### config.mk
export PLATFORM = sky130hd
export DESIGN_NAME = hmac_sha1_tag_and_verify_unit
export DESIGN_NICKNAME = d
export VERILOG_FILES = /design/src/sv/hsha_pkg.sv /design/src/sv/hmac_sha1_tag_and_verify_unit.sv /design/src/sv/hsha_front.sv /design/src/sv/hsha_back.sv
export SDC_FILE = /design/constraint.sdc
export NUM_CORES = 2
export LEC_CHECK = 0
export BUFFER_PORTS_ARGS = -buffer_cell sky130_fd_sc_hd__buf_2
export CORE_MARGIN = 5
export CORE_UTILIZATION = 65
export CTS_BUF_LIST = sky130_fd_sc_hd__clkbuf_4 sky130_fd_sc_hd__clkbuf_8
export CTS_CLUSTER_SIZE = 24
export DETAILED_ROUTE_END_ITERATION = 16
export HOLD_SLACK_MARGIN = 0.1
export PLACE_DENSITY = 0.78
export SYNTH_ARGS = -nofsm -noshare
export SYNTH_HDL_FRONTEND = slang
export SYNTH_SLANG_ARGS = --single-unit
### constraint.sdc
create_clock -name clk -period 14.98 [get_ports clk]
set_input_delay 2.996 -clock clk [delete_from_list [all_inputs] [get_ports clk]]
set_output_delay 2.996 -clock clk [all_outputs]
set_load 0.01 [all_outputs]
### src/sv/hsha_pkg.sv
// ----------------------------------------------------------------------------
// hsha_pkg
// shared types, constants and round functions of the hmac-sha1 unit
// ----------------------------------------------------------------------------
package hsha_pkg;

	localparam int LengthBits = 32;
	localparam int CountW     = LengthBits - 3;
	localparam logic [CountW-1:0] CountMax = CountW'((64'd1 << CountW) - 64'd65);

	localparam logic [7:0] Ipad     = 8'h36;
	localparam logic [7:0] Opad     = 8'h5c;
	localparam int         TagBytes = 20;
	localparam int         OuterLen = 84;

	localparam logic [159:0] ShaIv = {32'h67452301, 32'hEFCDAB89, 32'h98BADCFE,
		32'h10325476, 32'hC3D2E1F0};

	// queued item from front to back
	typedef struct packed {
		logic       action;
		logic [7:0] data;
		logic       last;
		logic       check;
	} item_t;

	typedef struct packed {
		logic       kind;
		logic [7:0] tag;
		logic       last;
		logic       match;
	} result_t;

	function automatic logic [31:0] rotl(input logic [31:0] x, input logic [4:0] n);
		logic [63:0] d;
		d = {x, x} << n;
		return d[63:32];
	endfunction

	function automatic logic [31:0] round_k(input logic [6:0] t);
		logic [31:0] k;
		if (t < 7'd20)      k = 32'h5A827999;
		else if (t < 7'd40) k = 32'h6ED9EBA1;
		else if (t < 7'd60) k = 32'h8F1BBCDC;
		else                k = 32'hCA62C1D6;
		return k;
	endfunction

	function automatic logic [31:0] round_f(input logic [6:0] t, input logic [31:0] b,
		input logic [31:0] c, input logic [31:0] d);
		logic [31:0] f;
		if (t < 7'd20)      f = (b & c) | (~b & d);
		else if (t < 7'd40) f = b ^ c ^ d;
		else if (t < 7'd60) f = (b & c) | (b & d) | (c & d);
		else                f = b ^ c ^ d;
		return f;
	endfunction

endpackage

### src/sv/hmac_sha1_tag_and_verify_unit.sv
// ----------------------------------------------------------------------------
// hmac_sha1_tag_and_verify_unit
// hmac-sha1 with a 64-byte register key; emits a 20-byte tag or checks one
// ----------------------------------------------------------------------------
// The first byte of a message loads the inner key block, runs the rounds of
// the single sha-1 round unit and one add, and then absorbs the held byte.
// Other message bytes shift in while idle, and the byte that fills a 64-byte
// block starts a run of rounds. The last byte adds the padding block (and a
// second one when the length spills into a second block), an opad wait state
// and the two outer blocks; then come 20 tag beats, or the unit waits for 20
// expected tag beats and sends one verdict.
module hmac_sha1_tag_and_verify_unit (
	input  logic        clk,
	input  logic        arst_n,
	input  logic        s_axis_tvalid,
	output logic        s_axis_tready,
	input  logic [7:0]  s_axis_tdata,   // data_byte
	input  logic        s_axis_tlast,   // last_byte
	input  logic [1:0]  s_axis_tuser,   // action, check_tag
	output logic        m_axis_tvalid,
	input  logic        m_axis_tready,
	output logic [15:0] m_axis_tdata,   // tag_byte, match, zero fill
	output logic        m_axis_tlast,   // tag_last
	output logic        m_axis_tuser,   // result_kind
	input  logic        cfg_we,
	input  logic [2:0]  cfg_index,
	input  logic [63:0] cfg_data
);
	import hsha_pkg::*;

	logic [63:0] key_q [8];
	logic [511:0] key;
	item_t   in_item, q_item;
	result_t r_data;
	logic    q_valid, q_ready;

	always_ff @(posedge clk or negedge arst_n) begin
		if (!arst_n) begin
			for (int i = 0; i < 8; i++) key_q[i] <= '0;
		end else if (cfg_we) begin
			key_q[cfg_index] <= cfg_data;
		end
	end

	assign key = {key_q[0], key_q[1], key_q[2], key_q[3], key_q[4], key_q[5],
		key_q[6], key_q[7]};
	assign in_item = '{action: s_axis_tuser[0], data: s_axis_tdata,
		last: s_axis_tlast, check: s_axis_tuser[1]};

	hsha_front u_front (
		.clk, .arst_n,
		.in_valid (s_axis_tvalid), .in_ready (s_axis_tready), .in_item,
		.q_valid, .q_ready, .q_item
	);

	hsha_back u_back (
		.clk, .arst_n, .key,
		.q_valid, .q_ready, .q_item,
		.r_valid (m_axis_tvalid), .r_ready (m_axis_tready), .r_data
	);

	assign m_axis_tdata = {7'd0, r_data.match, r_data.tag};
	assign m_axis_tlast = r_data.last;
	assign m_axis_tuser = r_data.kind;
endmodule

### src/sv/hsha_front.sv
// ----------------------------------------------------------------------------
// hsha_front
// input stage with a two-entry queue that decouples the stream from the hash core
// ----------------------------------------------------------------------------
module hsha_front (
	input  logic                 clk,
	input  logic                 arst_n,
	input  logic                 in_valid,
	output logic                 in_ready,
	input  hsha_pkg::item_t      in_item,
	output logic                 q_valid,
	input  logic                 q_ready,
	output hsha_pkg::item_t      q_item
);
	import hsha_pkg::*;

	item_t      mem_q [2];
	logic       wp_q, rp_q;
	logic [1:0] cnt_q;
	logic       push, pop;

	assign in_ready = (cnt_q != 2'd2);
	assign q_valid  = (cnt_q != 2'd0);
	assign q_item   = mem_q[rp_q];
	assign push     = in_valid && in_ready;
	assign pop      = q_valid && q_ready;

	always_ff @(posedge clk) begin
		if (push) mem_q[wp_q] <= in_item;
	end

	always_ff @(posedge clk or negedge arst_n) begin
		if (!arst_n) begin
			wp_q  <= 1'b0;
			rp_q  <= 1'b0;
			cnt_q <= 2'd0;
		end else begin
			if (push) wp_q <= ~wp_q;
			if (pop)  rp_q <= ~rp_q;
			cnt_q <= cnt_q + {1'b0, push} - {1'b0, pop};
		end
	end

	a_cnt_range: assert property (@(posedge clk) disable iff (!arst_n) cnt_q != 2'd3)
		else $error("queue count out of range");
	a_no_pop_empty: assert property (@(posedge clk) disable iff (!arst_n)
		cnt_q == 2'd0 |-> !pop) else $error("pop from empty queue");
	a_full_blocks: assert property (@(posedge clk) disable iff (!arst_n)
		cnt_q == 2'd2 |-> !in_ready) else $error("ready while full");
endmodule

### src/sv/hsha_back.sv
// ----------------------------------------------------------------------------
// hsha_back
// hmac-sha1 sequencer: byte absorb, one sha-1 round per cycle, tag out and check
// ----------------------------------------------------------------------------
module hsha_back (
	input  logic                 clk,
	input  logic                 arst_n,
	input  logic [511:0]         key,
	input  logic                 q_valid,
	output logic                 q_ready,
	input  hsha_pkg::item_t      q_item,
	output logic                 r_valid,
	input  logic                 r_ready,
	output hsha_pkg::result_t    r_data
);
	import hsha_pkg::*;

	localparam logic [3:0] S_IDLE  = 4'd0;
	localparam logic [3:0] S_LOAD  = 4'd1;  // fill block from a source
	localparam logic [3:0] S_RND   = 4'd2;
	localparam logic [3:0] S_ADD   = 4'd3;
	localparam logic [3:0] S_EMIT  = 4'd4;
	localparam logic [3:0] S_OPADW = 4'd5;
	// block sources
	localparam logic [2:0] B_IPAD  = 3'd0;
	localparam logic [2:0] B_FIN1  = 3'd2;  // pad block, length fits
	localparam logic [2:0] B_FIN2  = 3'd3;  // pad block, length spills
	localparam logic [2:0] B_LEN   = 3'd4;  // zeros plus length
	localparam logic [2:0] B_OPAD  = 3'd5;
	localparam logic [2:0] B_OUTER = 3'd6;
	// after-compress continuations
	localparam logic [2:0] N_MSG   = 3'd0;
	localparam logic [2:0] N_OPAD  = 3'd1;
	localparam logic [2:0] N_OUTER = 3'd2;
	localparam logic [2:0] N_DONE  = 3'd3;
	localparam logic [2:0] N_LEN   = 3'd4;
	localparam logic [2:0] N_IPAD  = 3'd5;

	localparam logic [1:0] P_IDLE  = 2'd0;
	localparam logic [1:0] P_MSG   = 2'd1;
	localparam logic [1:0] P_AWAIT = 2'd2;

	logic [3:0]   state_q;
	logic [1:0]   phase_q;
	logic [2:0]   nxt_q;
	logic [5:0]   fill_q;
	logic [CountW-1:0] count_q;
	logic         last_q, check_q;
	logic [7:0]   first_q;
	logic [31:0]  w_q [16];
	logic [159:0] cv_q;
	logic [159:0] inner_q;
	logic [31:0]  a_q, b_q, c_q, d_q, e_q;
	logic [6:0]   t_q;
	logic [4:0]   tidx_q;
	logic         mis_q;
	logic [5:0]   li_q;
	logic [2:0]   src_q;
	logic [7:0]   lbyte;
	logic [63:0]  len_inner;
	logic [31:0]  wt, wn, tmp;
	logic [7:0]   dig;
	logic         r_busy;
	logic         msg_take;
	logic         r_load;

	assign len_inner = ({{(64-CountW){1'b0}}, count_q} + 64'd64) << 3;
	assign dig = cv_q[159 - 8*tidx_q -: 8];
	assign r_busy = r_valid && !r_ready;

	always_comb begin
		logic [7:0] kb;
		logic [63:0] ln;
		kb = key[511 - 8*li_q -: 8];
		ln = (src_q == B_OUTER) ? 64'(OuterLen * 8) : len_inner;
		lbyte = 8'h00;
		case (src_q)
			B_IPAD: lbyte = kb ^ Ipad;
			B_OPAD: lbyte = kb ^ Opad;
			B_OUTER: begin
				if (li_q < 6'(TagBytes)) lbyte = inner_q[159 - 8*li_q -: 8];
				else if (li_q == 6'(TagBytes)) lbyte = 8'h80;
				else if (li_q >= 6'd56) lbyte = ln[63 - 8*(li_q - 6'd56) -: 8];
			end
			B_FIN1, B_FIN2: begin
				if (li_q == fill_q) lbyte = 8'h80;
				else if (src_q == B_FIN1 && li_q >= 6'd56)
					lbyte = ln[63 - 8*(li_q - 6'd56) -: 8];
			end
			B_LEN: if (li_q >= 6'd56) lbyte = ln[63 - 8*(li_q - 6'd56) -: 8];
			default: lbyte = 8'h00;
		endcase
	end

	always_comb begin
		if (t_q < 7'd16) wt = w_q[t_q[3:0]];
		else wt = rotl(w_q[4'(t_q + 7'd13)] ^ w_q[4'(t_q + 7'd8)]
			^ w_q[4'(t_q + 7'd2)] ^ w_q[t_q[3:0]], 5'd1);
		wn = wt;
		tmp = rotl(a_q, 5'd5) + round_f(t_q, b_q, c_q, d_q) + e_q + round_k(t_q) + wt;
	end

	assign q_ready = (state_q == S_IDLE) && !r_busy;
	assign msg_take = (state_q == S_IDLE) && q_valid && q_ready && !q_item.action
		&& (phase_q == P_MSG);
	assign r_load = ((state_q == S_IDLE) && q_valid && q_ready && q_item.action
		&& (phase_q == P_AWAIT) && (tidx_q == 5'(TagBytes - 1)))
		|| ((state_q == S_EMIT) && !r_busy);

	// message bytes shift straight into the schedule words
	always_ff @(posedge clk) begin
		if (state_q == S_LOAD) begin
			w_q[li_q[5:2]] <= {w_q[li_q[5:2]][23:0], lbyte};
		end else if (state_q == S_RND) begin
			w_q[t_q[3:0]] <= wn;
		end else if (state_q == S_ADD && nxt_q == N_IPAD) begin
			w_q[0] <= {24'd0, first_q};
		end else if (msg_take) begin
			w_q[fill_q[5:2]] <= {w_q[fill_q[5:2]][23:0], q_item.data};
		end
	end

	always_ff @(posedge clk or negedge arst_n) begin
		if (!arst_n) begin
			state_q <= S_IDLE;
			phase_q <= P_IDLE;
			nxt_q   <= N_MSG;
			src_q   <= B_IPAD;
			fill_q  <= '0;
			count_q <= '0;
			last_q  <= 1'b0;
			check_q <= 1'b0;
			first_q <= '0;
			cv_q    <= ShaIv;
			inner_q <= '0;
			t_q     <= '0;
			li_q    <= '0;
			tidx_q  <= '0;
			mis_q   <= 1'b0;
			r_valid <= 1'b0;
			r_data  <= '0;
			{a_q, b_q, c_q, d_q, e_q} <= '0;
		end else begin
			if (r_valid && r_ready && !r_load) r_valid <= 1'b0;
			unique case (state_q)
				S_IDLE: if (q_valid && q_ready) begin
					if (q_item.action) begin
						if (phase_q == P_AWAIT) begin
							if (tidx_q == 5'(TagBytes - 1)) begin
								r_valid <= 1'b1;
								r_data  <= '{kind: 1'b1, tag: 8'h00, last: 1'b1,
									match: !(mis_q || q_item.data != dig)};
								phase_q <= P_IDLE;
								tidx_q  <= '0;
								mis_q   <= 1'b0;
							end else begin
								tidx_q <= tidx_q + 5'd1;
								if (q_item.data != dig) mis_q <= 1'b1;
							end
						end
					end else if (phase_q == P_MSG) begin
						last_q  <= q_item.last;
						check_q <= q_item.check;
						if (count_q < CountMax) count_q <= count_q + 1'b1;
						fill_q <= fill_q + 6'd1;
						if (fill_q == 6'd63) begin
							state_q <= S_RND; t_q <= '0;
							{a_q, b_q, c_q, d_q, e_q} <= cv_q;
							nxt_q <= q_item.last ? N_LEN : N_MSG;
						end else if (q_item.last) begin
							src_q <= (fill_q >= 6'd55) ? B_FIN2 : B_FIN1;
							li_q <= fill_q + 6'd1; state_q <= S_LOAD;
							nxt_q <= (fill_q >= 6'd55) ? N_LEN : N_OPAD;
						end
					end else if (phase_q == P_IDLE) begin
						// first byte: run key block then take the byte
						cv_q <= ShaIv; src_q <= B_IPAD; li_q <= '0; state_q <= S_LOAD;
						nxt_q <= N_IPAD; phase_q <= P_MSG; count_q <= '0; fill_q <= '0;
						last_q <= q_item.last; check_q <= q_item.check;
						first_q <= q_item.data;
					end
				end
				S_LOAD: begin
					li_q <= li_q + 6'd1;
					if (li_q == 6'd63) begin
						state_q <= S_RND; t_q <= '0;
						{a_q, b_q, c_q, d_q, e_q} <= cv_q;
					end
				end
				S_RND: begin
					{a_q, b_q, c_q, d_q, e_q} <= {tmp, a_q, rotl(b_q, 5'd30), c_q, d_q};
					t_q <= t_q + 7'd1;
					if (t_q == 7'd79) state_q <= S_ADD;
				end
				S_ADD: begin
					cv_q <= {cv_q[159:128] + a_q, cv_q[127:96] + b_q, cv_q[95:64] + c_q,
						cv_q[63:32] + d_q, cv_q[31:0] + e_q};
					case (nxt_q)
						N_IPAD: begin
							// absorb the held first byte
							fill_q <= 6'd1;
							count_q <= CountW'(1);
							if (last_q) begin
								src_q <= B_FIN1; li_q <= 6'd1; state_q <= S_LOAD;
								nxt_q <= N_OPAD;
							end else begin
								state_q <= S_IDLE; nxt_q <= N_MSG;
							end
						end
						N_MSG: begin fill_q <= '0; state_q <= S_IDLE; end
						N_LEN: begin
							src_q <= (fill_q == 6'd0) ? B_FIN1 : B_LEN;
							li_q <= '0; state_q <= S_LOAD; nxt_q <= N_OPAD;
						end
						N_OPAD: begin
							inner_q <= {cv_q[159:128] + a_q, cv_q[127:96] + b_q,
								cv_q[95:64] + c_q, cv_q[63:32] + d_q, cv_q[31:0] + e_q};
							fill_q <= '0; li_q <= '0;
							state_q <= S_OPADW;
						end
						N_OUTER: begin
							src_q <= B_OUTER; li_q <= '0; state_q <= S_LOAD; nxt_q <= N_DONE;
						end
						default: begin
							fill_q <= '0; tidx_q <= '0; mis_q <= 1'b0;
							if (check_q) begin
								phase_q <= P_AWAIT; state_q <= S_IDLE;
							end else begin
								phase_q <= P_IDLE; state_q <= S_EMIT;
							end
						end
					endcase
				end
				S_OPADW: begin
					cv_q <= ShaIv; src_q <= B_OPAD; state_q <= S_LOAD; nxt_q <= N_OUTER;
				end
				S_EMIT: if (!r_busy) begin
					r_valid <= 1'b1;
					r_data  <= '{kind: 1'b0, tag: dig,
						last: (tidx_q == 5'(TagBytes - 1)), match: 1'b0};
					if (tidx_q == 5'(TagBytes - 1)) begin
						tidx_q <= '0; state_q <= S_IDLE;
					end else tidx_q <= tidx_q + 5'd1;
				end
				default: state_q <= S_IDLE;
			endcase
		end
	end

	a_tidx: assert property (@(posedge clk) disable iff (!arst_n)
		tidx_q < 5'(TagBytes)) else $error("tag index overrun");
	a_round: assert property (@(posedge clk) disable iff (!arst_n)
		state_q == S_RND |-> t_q < 7'd80) else $error("round count overrun");
	a_hold: assert property (@(posedge clk) disable iff (!arst_n)
		r_valid && !r_ready |=> r_valid && $stable(r_data))
		else $error("result dropped");
endmodule
### After elaboration in Yosys (flattened, before gate mapping)

Memories as Yosys holds them, arrays and structs flattened.
Index checks and enable logic that the tools add are counted.

| word-level totals | value |
|---|---|
| bits in registers | 1084 |
| latch bits | 0 |
| bits in writable memories | 534 |
| memory bits (read-only) | 0 |
| output and inout port bits | 20 |
| word-level logic and storage cells | 389 |
| memories kept | 2 |

Memories:

| name | depth | width | read ports | clocked after memory_dff | write ports | line | source |
|---|---|---|---|---|---|---|---|
| u_back.w_q | 16 | 32 | 6 | 0 | 1 | hsha_back.sv:50 | `logic [31:0] w_q [16];` |
| u_front.mem_q | 2 | 11 | 1 | 0 | 1 | hsha_front.sv:17 | `item_t mem_q [2];` |

| cells by class | value |
|---|---|
| add/subtract/negate cells | 25 |
| $mul | 0 |
| divide/modulo/power cells | 0 |
| magnitude comparators | 10 |
| equal/unequal tests | 53 |
| shift operators | 4 |
| multiplexer cells | 180 |
| bitwise operators | 20 |
| reduce and logical (&&, ||, !) cells | 59 |

Operators by type and width:

| cell | count |
|---|---|
| $mux 32 | 34 |
| $mux 160 | 4 |
| $shiftx 519x33->8 | 1 |
| $bwmux 512 | 1 |
| $pmux 160 s3 | 1 |
| $pmux 32 s3 | 5 |
| $shiftx 167x33->8 | 2 |
| $add 32x32->32 | 9 |
| $demux 64 s3 | 1 |
| $mux 29 | 6 |
| $xor 32x32->32 | 5 |
| $and 32x32->32 | 4 |
| $mux 64 | 2 |
| $or 32x32->32 | 3 |
| $reduce_or 32->1 | 3 |
| $shiftx 71x33->8 | 1 |
| $mux 6 | 10 |
| $pmux 29 s2 | 1 |
| $mux 11 | 5 |
| $mux 4 | 13 |
| $mux 3 | 17 |
| $mux 8 | 5 |
| $pmux 8 s5 | 1 |
| $mux 1 | 38 |
| 77 further kinds | 179 |

### Depth between registers and ports, before layout

| logic depth | value |
|---|---|
| depth in word-level cells | 17 |
| gate-level depth with buffers | 31 |
| mapped depth without buffers | 27 |

### By module

A second synthesis with hierarchy kept.

| unflattened totals | value |
|---|---|
| cell total of the unflattened synthesis | 7590 |
| area total of the unflattened synthesis | 98744.7 sq um |

By module, submodules not included:

| module | instances | cells an instance | area each (sq um) | sequential area each (sq um) |
|---|---|---|---|---|
| hsha_back | 1 | 6444 | 78514.1 | 29663.4 |
| hmac_sha1_tag_and_verify_unit | 1 | 1095 | 19239.7 | 12812.3 |
| hsha_front | 1 | 51 | 991.0 | 760.7 |

### Worst setup path before layout

OpenSTA, ideal clock, no wires.

| timing path | value |
|---|---|
| path kind | register to register |
| start point | register u_back.t_q[2] |
| end point | register u_back.a_q[31] |
| setup time | 83 ps |
| arrival | 7276 ps |
| data required time | 14897 ps |
| setup slack | 7621 ps |
| cell stages (with the launch flop) | 32 |
| buffers on the path | 4 |
| cells stage by stage | dfrtp_1 -> clkbuf_1 -> inv_2 -> buf_2 -> buf_1 -> ha_1 -> a21oi_1 -> xnor2_1 -> buf_2 -> mux4_2 -> xnor2_1 -> xnor2_1 -> nor2_1 -> a21oi_1 -> fa_1 -> inv_1 -> fa_1 -> fa_1 -> inv_1 -> ha_1 -> inv_1 -> fa_1 -> nor2b_1 -> o21a_1 -> o21ai_0 -> a2111oi_0 -> o211ai_1 -> a211o_1 -> o311ai_0 -> o41ai_1 -> xnor2_1 -> o21ai_0 |

| on the way | value |
|---|---|
| word-level cells in the longest chain between the ends | 9 |

Ends and longest elaborated chain:

| what | line | source |
|---|---|---|
| start: declaration | hsha_back.sv:54 | `logic [6:0] t_q;` |
| start signal: assignment | hsha_back.sv:192 | `t_q <= t_q + 7'd1;` |
| $lt 7x6->1 | hsha_pkg.sv:44, hsha_pkg.sv:54 |  |
| $mux 32 | hsha_pkg.sv:54 | `else if (t < 7'd60) f = (b & c) \| (b & d) \| (c & d);` |
| $mux 32 | hsha_pkg.sv:53 | `else if (t < 7'd40) f = b ^ c ^ d;` |
| $mux 32 | hsha_pkg.sv:52 | `if (t < 7'd20) f = (b & c) \| (~b & d);` |
| $add 32x32->32 (3 in a row) | hsha_back.sv:100 | `tmp = rotl(a_q, 5'd5) + round_f(t_q, b_q, c_q, d_q) + e_q + round_k(t_q) + wt;` |
| $add 32x32->32 * | hsha_back.sv:100 |  |
| $pmux 32 s3 * | hsha_back.sv:145 | `unique case (state_q)` |
| end signal: assignment | hsha_back.sv:168 | `{a_q, b_q, c_q, d_q, e_q} <= cv_q;` |
| end signal: assignment | hsha_back.sv:187 | `{a_q, b_q, c_q, d_q, e_q} <= cv_q;` |
| end signal: assignment | hsha_back.sv:191 | `{a_q, b_q, c_q, d_q, e_q} <= {tmp, a_q, rotl(b_q, 5'd30), c_q, d_q};` |
| end: declaration | hsha_back.sv:53 | `logic [31:0] a_q, b_q, c_q, d_q, e_q;` |

Every way passes the cells marked *; elsewhere a longest branch is shown, timed or not.
A chain may end at the register's enable or synchronous reset.

### Worst setup path in the final report

| timing path | value |
|---|---|
| start point | register u_back.t_q[0] |
| end point | register u_back.a_q[30] |

Same word-level chain as after synthesis.

==> impl_summary.md <==
Cells and area
Leaving out fill and tap cells, the most frequent cells in the layout are sky130_fd_sc_hd__dfrtp_1, sky130_fd_sc_hd__mux4_2, sky130_fd_sc_hd__nand2_1. Summing all flip-flop and latch instances after layout gives between 0.04 and 0.05 mm^2. At the end of the flow, the number of nets in the layout was 7967. The total of fill cells in the finished design is just under 10000. Compared with the post-synthesis result, the final layout area differs by 8.589%. The area of the multi-input gates is 0.05222 mm^2.

The most common cell after layout, fill and taps aside is sky130_fd_sc_hd__dfrtp_1. The fraction of final layout cells sized beyond drive strength 1 is a little under a third. After routing the design area is 0.1066 mm^2.

Pwr
Across the VDD grid, the largest voltage drop is 0.0001324 V. The total power draw is around 17000 uW. The static leakage is between 0.04 and 0.05 uW.

Power spread over the standard cell area amounts to 157.7 mW/mm^2.

Floorplan
The floorplan has about 140 rows. The initial cell density of the core is roughly two thirds. The floorplan step defined a die boundary enclosing about 0.16 mm^2. For this design the top-level I/O count stands at just over 100. The overall die height is ~400 um. In this run the standard cell core region covers about 0.15 mm^2. From left edge to right edge, the die measures 398.5 um.

Global route
The via count of the first global-routing pass is between 70000 and 80000. The first global-routing pass estimated 457.8 mm of wire. The largest net degree at the start of global routing is 180.

The total routing resource utilization after global routing is between 30% and 40%. The sum of overflow across all layers after global routing is 0. The initial antenna violation count is 12.

Synth
The async set-or-reset flop fraction in the synthesized netlist is about two thirds. After synthesis, the netlist uses 90 different library cells. By area the synthesized netlist is led by sky130_fd_sc_hd__dfrtp_1, sky130_fd_sc_hd__mux4_2, sky130_fd_sc_hd__edfxtp_1.

The synthesized instance count is 7494. The predominant post-synthesis flop cell is sky130_fd_sc_hd__dfrtp_1. Of the synthesized area, sequential elements account for roughly 44%. The synthesized area is slightly below 0.1 mm^2. The count of yosys warnings during synthesis is 0. The flip-flop and latch count after synthesis is about 1600.

The synthesized design spends more area on one cell type than any other, namely sky130_fd_sc_hd__dfrtp_1. Of the post-synthesis cell area, the dominant cell type holds between 20% and 30%. The number of synthesized flops with an enable pin is between 500 and 600. The mean cell area of the mapped netlist is roughly 13 um^2.

Clocking
The clock net in this run drives a total of 1617 sinks. The number of buffers created by CTS is approximately 290. The number of gates resized after cts is 0. The setup fix buffers added after clock tree synthesis is 0. The clock latency of the later-clocked register in the worst-skew pair is a little over 1 ns.

The H-tree level count is 5. After clock tree synthesis, the clock-pin slew on the worst setup and hold paths is ~0.060 ns. CTS placed an instance of sky130_fd_sc_hd__clkbuf_8 at the clock tree root.

After clock tree synthesis, the flow added hold-fix buffers numbering 0. The CTS tree is done. The maximum clock insertion buffer count is 4.

Worst setup path
The worst setup path is launched from a flip-flop. The critical path start-end classification is reg -> reg. The worst setup path is captured at a flip-flop. In this run the worst path has a maximum fanout of between 60 and 70. The worst register-to-register path has a depth of 24.

For the worst setup path, the data arrival time is ~11 ns. The data required time of the worst path is roughly 16 ns.

Timing
The fmax is 0.1004 GHz. For the pin with the worst max-slew slack, the measured transition is 1.447 ns. The worst max-slew margin expressed relative to the limit is 3.537%.

Setup violations remaining at the end of the flow were counted as 0. The number of max-slew violations in the final report is 0. Setup repair after global routing left no endpoint under its margin. The final number of hold-violating endpoints is 0.

The worst path needs between 9 and 10 ns of the cycle, external delays included. After layout, the worst path uses around 66% of the clock period. The setup TNS is 0 ns. The final worst clock skew is slightly below 0.1 ns. The worst-case setup margin in the final layout is roughly 5.0 ns.

Route
The first TritonRoute pass finished after 7 iterations. Once detail routing completed, the nets flagged for antenna violations numbered 0. The total wire length after detailed routing is 305.9 mm.

In the routed design, unresolved DRC markers number 0. The via count is ~71000. After detailed routing, the number of vias per cell comes to about 7.3.

After detailed routing, the average wire length per cell comes to approximately 31 um. After the first detailed-routing iteration, the DRC count stood at just over 9000.

Worst hold path
In this run the worst hold path is classified as reg -> reg. Counting instances, the worst hold path has a depth of 2.

Placement
The count of port buffers added during placement is 95. The placed standard-cell area is 0.1005 mm^2. The last weighted congestion value of the routability-driven placer is 1.020. The worst slack at placement is ~5 ns. The placed wire-length estimate after detailed placement is 203.7 mm.

Run
Max-cap violations in this run came to 0.

Outcome
The flow ran to the end, and the final reports show no timing, DRC or antenna violations.
-- Yosys cell counts (all sizes together) (72+ instances only) --
master  number
dfrtp     1003
mux4       931
nand2      633
nor2       572
mux2       565
edfxtp     534
clkbuf     335
o21ai      268
a21oi      257
ha         240
inv        240
xnor2      233
buf        162
o22ai      147
mux2i      128
fa         124
xor2        96
dfstp       80
nand3       78
a21o        73
a22o        72
-- area by class of cell --
cell class / count / area share, %
flip-flops and latches: 1617 / 40.62
clock buffers: 414 / 4.890
multi-input cells: 5142 / 49.01
inverters: 244 / 0.8643
repair buffers: 226 / 1.484
diodes: 12 / 0.02818
clock inverters: 83 / 0.7410
well taps: 2016 / 2.367
-- worst paths after layout --
path                                           from             endpoint  slack, ns
min in group asynchronous                    arst_n  u_back.inner_q[142]       2.09
worst min-delay path            u_back.inner_q[153]  u_back.inner_q[153]       0.47
worst max register to register        u_back.t_q[0]       u_back.a_q[30]       5.02
worst max-delay path                  u_back.t_q[0]       u_back.a_q[30]       5.02
max in group asynchronous                    arst_n             key[176]      10.61
worst min register to register  u_back.inner_q[153]  u_back.inner_q[153]       0.47
-- power by group --
group	switching [uW]	leakage [uW]	internal [uW]	total [uW]
sequential	772	0.0184	5820	6590
combinational	3230	0.0212	2620	5850
clock	1870	0.00317	2490	4360
-- sequential cells by signal (all words and copies together), names as in the netlist, 6 cells and up --
register and flops:
key 512, u_back.w_q 512, u_back.cv_q 160, u_back.inner_q 160
u_back.a_q 32, u_back.b_q 32, u_back.c_q 32, u_back.d_q 32
u_back.e_q 32, u_back.count_q 29, u_front.mem_q 22, u_back.r_data 11
u_back.first_q 8, u_back.t_q 7, u_back.fill_q 6, u_back.li_q 6
-- cells by family (layout without fill, tap and decap cells) --
| logic type | count (synthesis) | count (layout) | synth area share, % |
|---|---|---|---|
| XOR/XNOR | 330 | 330 | 2.960 |
| adder cells (fa/ha/maj) | 364 | 364 | 5.590 |
| flip-flops | 1617 | 1617 | 44.06 |
| other | 1 | 19 | 0.003822 |
| buffers and inverters | 741 | 967 | 3.044 |
| multiplexers | 1624 | 1624 | 29.16 |
| AND/OR/NAND/NOR | 1587 | 1587 | 6.942 |
| AO/OA/AOI/OAI | 1230 | 1230 | 8.235 |
-- critical path, cell delays in order, from the launching register on --
cell,delay [ns]
sky130_fd_sc_hd__dfrtp_4,0.94
sky130_fd_sc_hd__buf_4,0.73
sky130_fd_sc_hd__buf_4,0.70
sky130_fd_sc_hd__buf_4,0.93
sky130_fd_sc_hd__mux4_2,0.63
sky130_fd_sc_hd__mux4_2,0.48
sky130_fd_sc_hd__xnor2_1,0.20
sky130_fd_sc_hd__xnor2_1,0.13
sky130_fd_sc_hd__o21ai_0,0.93
sky130_fd_sc_hd__fa_1,0.57
sky130_fd_sc_hd__fa_1,0.50
sky130_fd_sc_hd__inv_1,0.05
sky130_fd_sc_hd__fa_1,0.49
sky130_fd_sc_hd__inv_1,0.05
sky130_fd_sc_hd__ha_1,0.35
sky130_fd_sc_hd__o21a_1,0.15
sky130_fd_sc_hd__o211ai_1,0.26
sky130_fd_sc_hd__nand3_1,0.12
sky130_fd_sc_hd__a21o_1,0.20
sky130_fd_sc_hd__o211ai_1,0.13
sky130_fd_sc_hd__nand4_1,0.16
sky130_fd_sc_hd__a31oi_1,0.25
sky130_fd_sc_hd__o21bai_1,0.12
sky130_fd_sc_hd__or4b_2,0.62
sky130_fd_sc_hd__nand3_1,0.11
-- metal layers --
layer  routed length, um  track usage [%]  vias up  part of all wire (%)
li1                    -                -    28750                     -
met1              108800            51.65    35790                    36
met2              135400            56.76     5142                    44
met3               39090            12.20     1241                    13
met4               22390            22.84        6                   7.3
met5                 222                0        -                 0.073
-- metrics by stage --
step / hold slack, ns / util [%] / std cells
2_1_floorplan: 0.4404 / - / 7500
3_3_place_gp: 0.4522 / 67.03 / 9245
3_5_place_dp: 0.4582 / 67.03 / 9245
4_1_cts: 0.4733 / 71.04 / 9742
5_1_grt: 0.4887 / 71.04 / 9747
6_report: 0.4694 / 71.06 / 9754
Power figures use the tool's default switching activity.
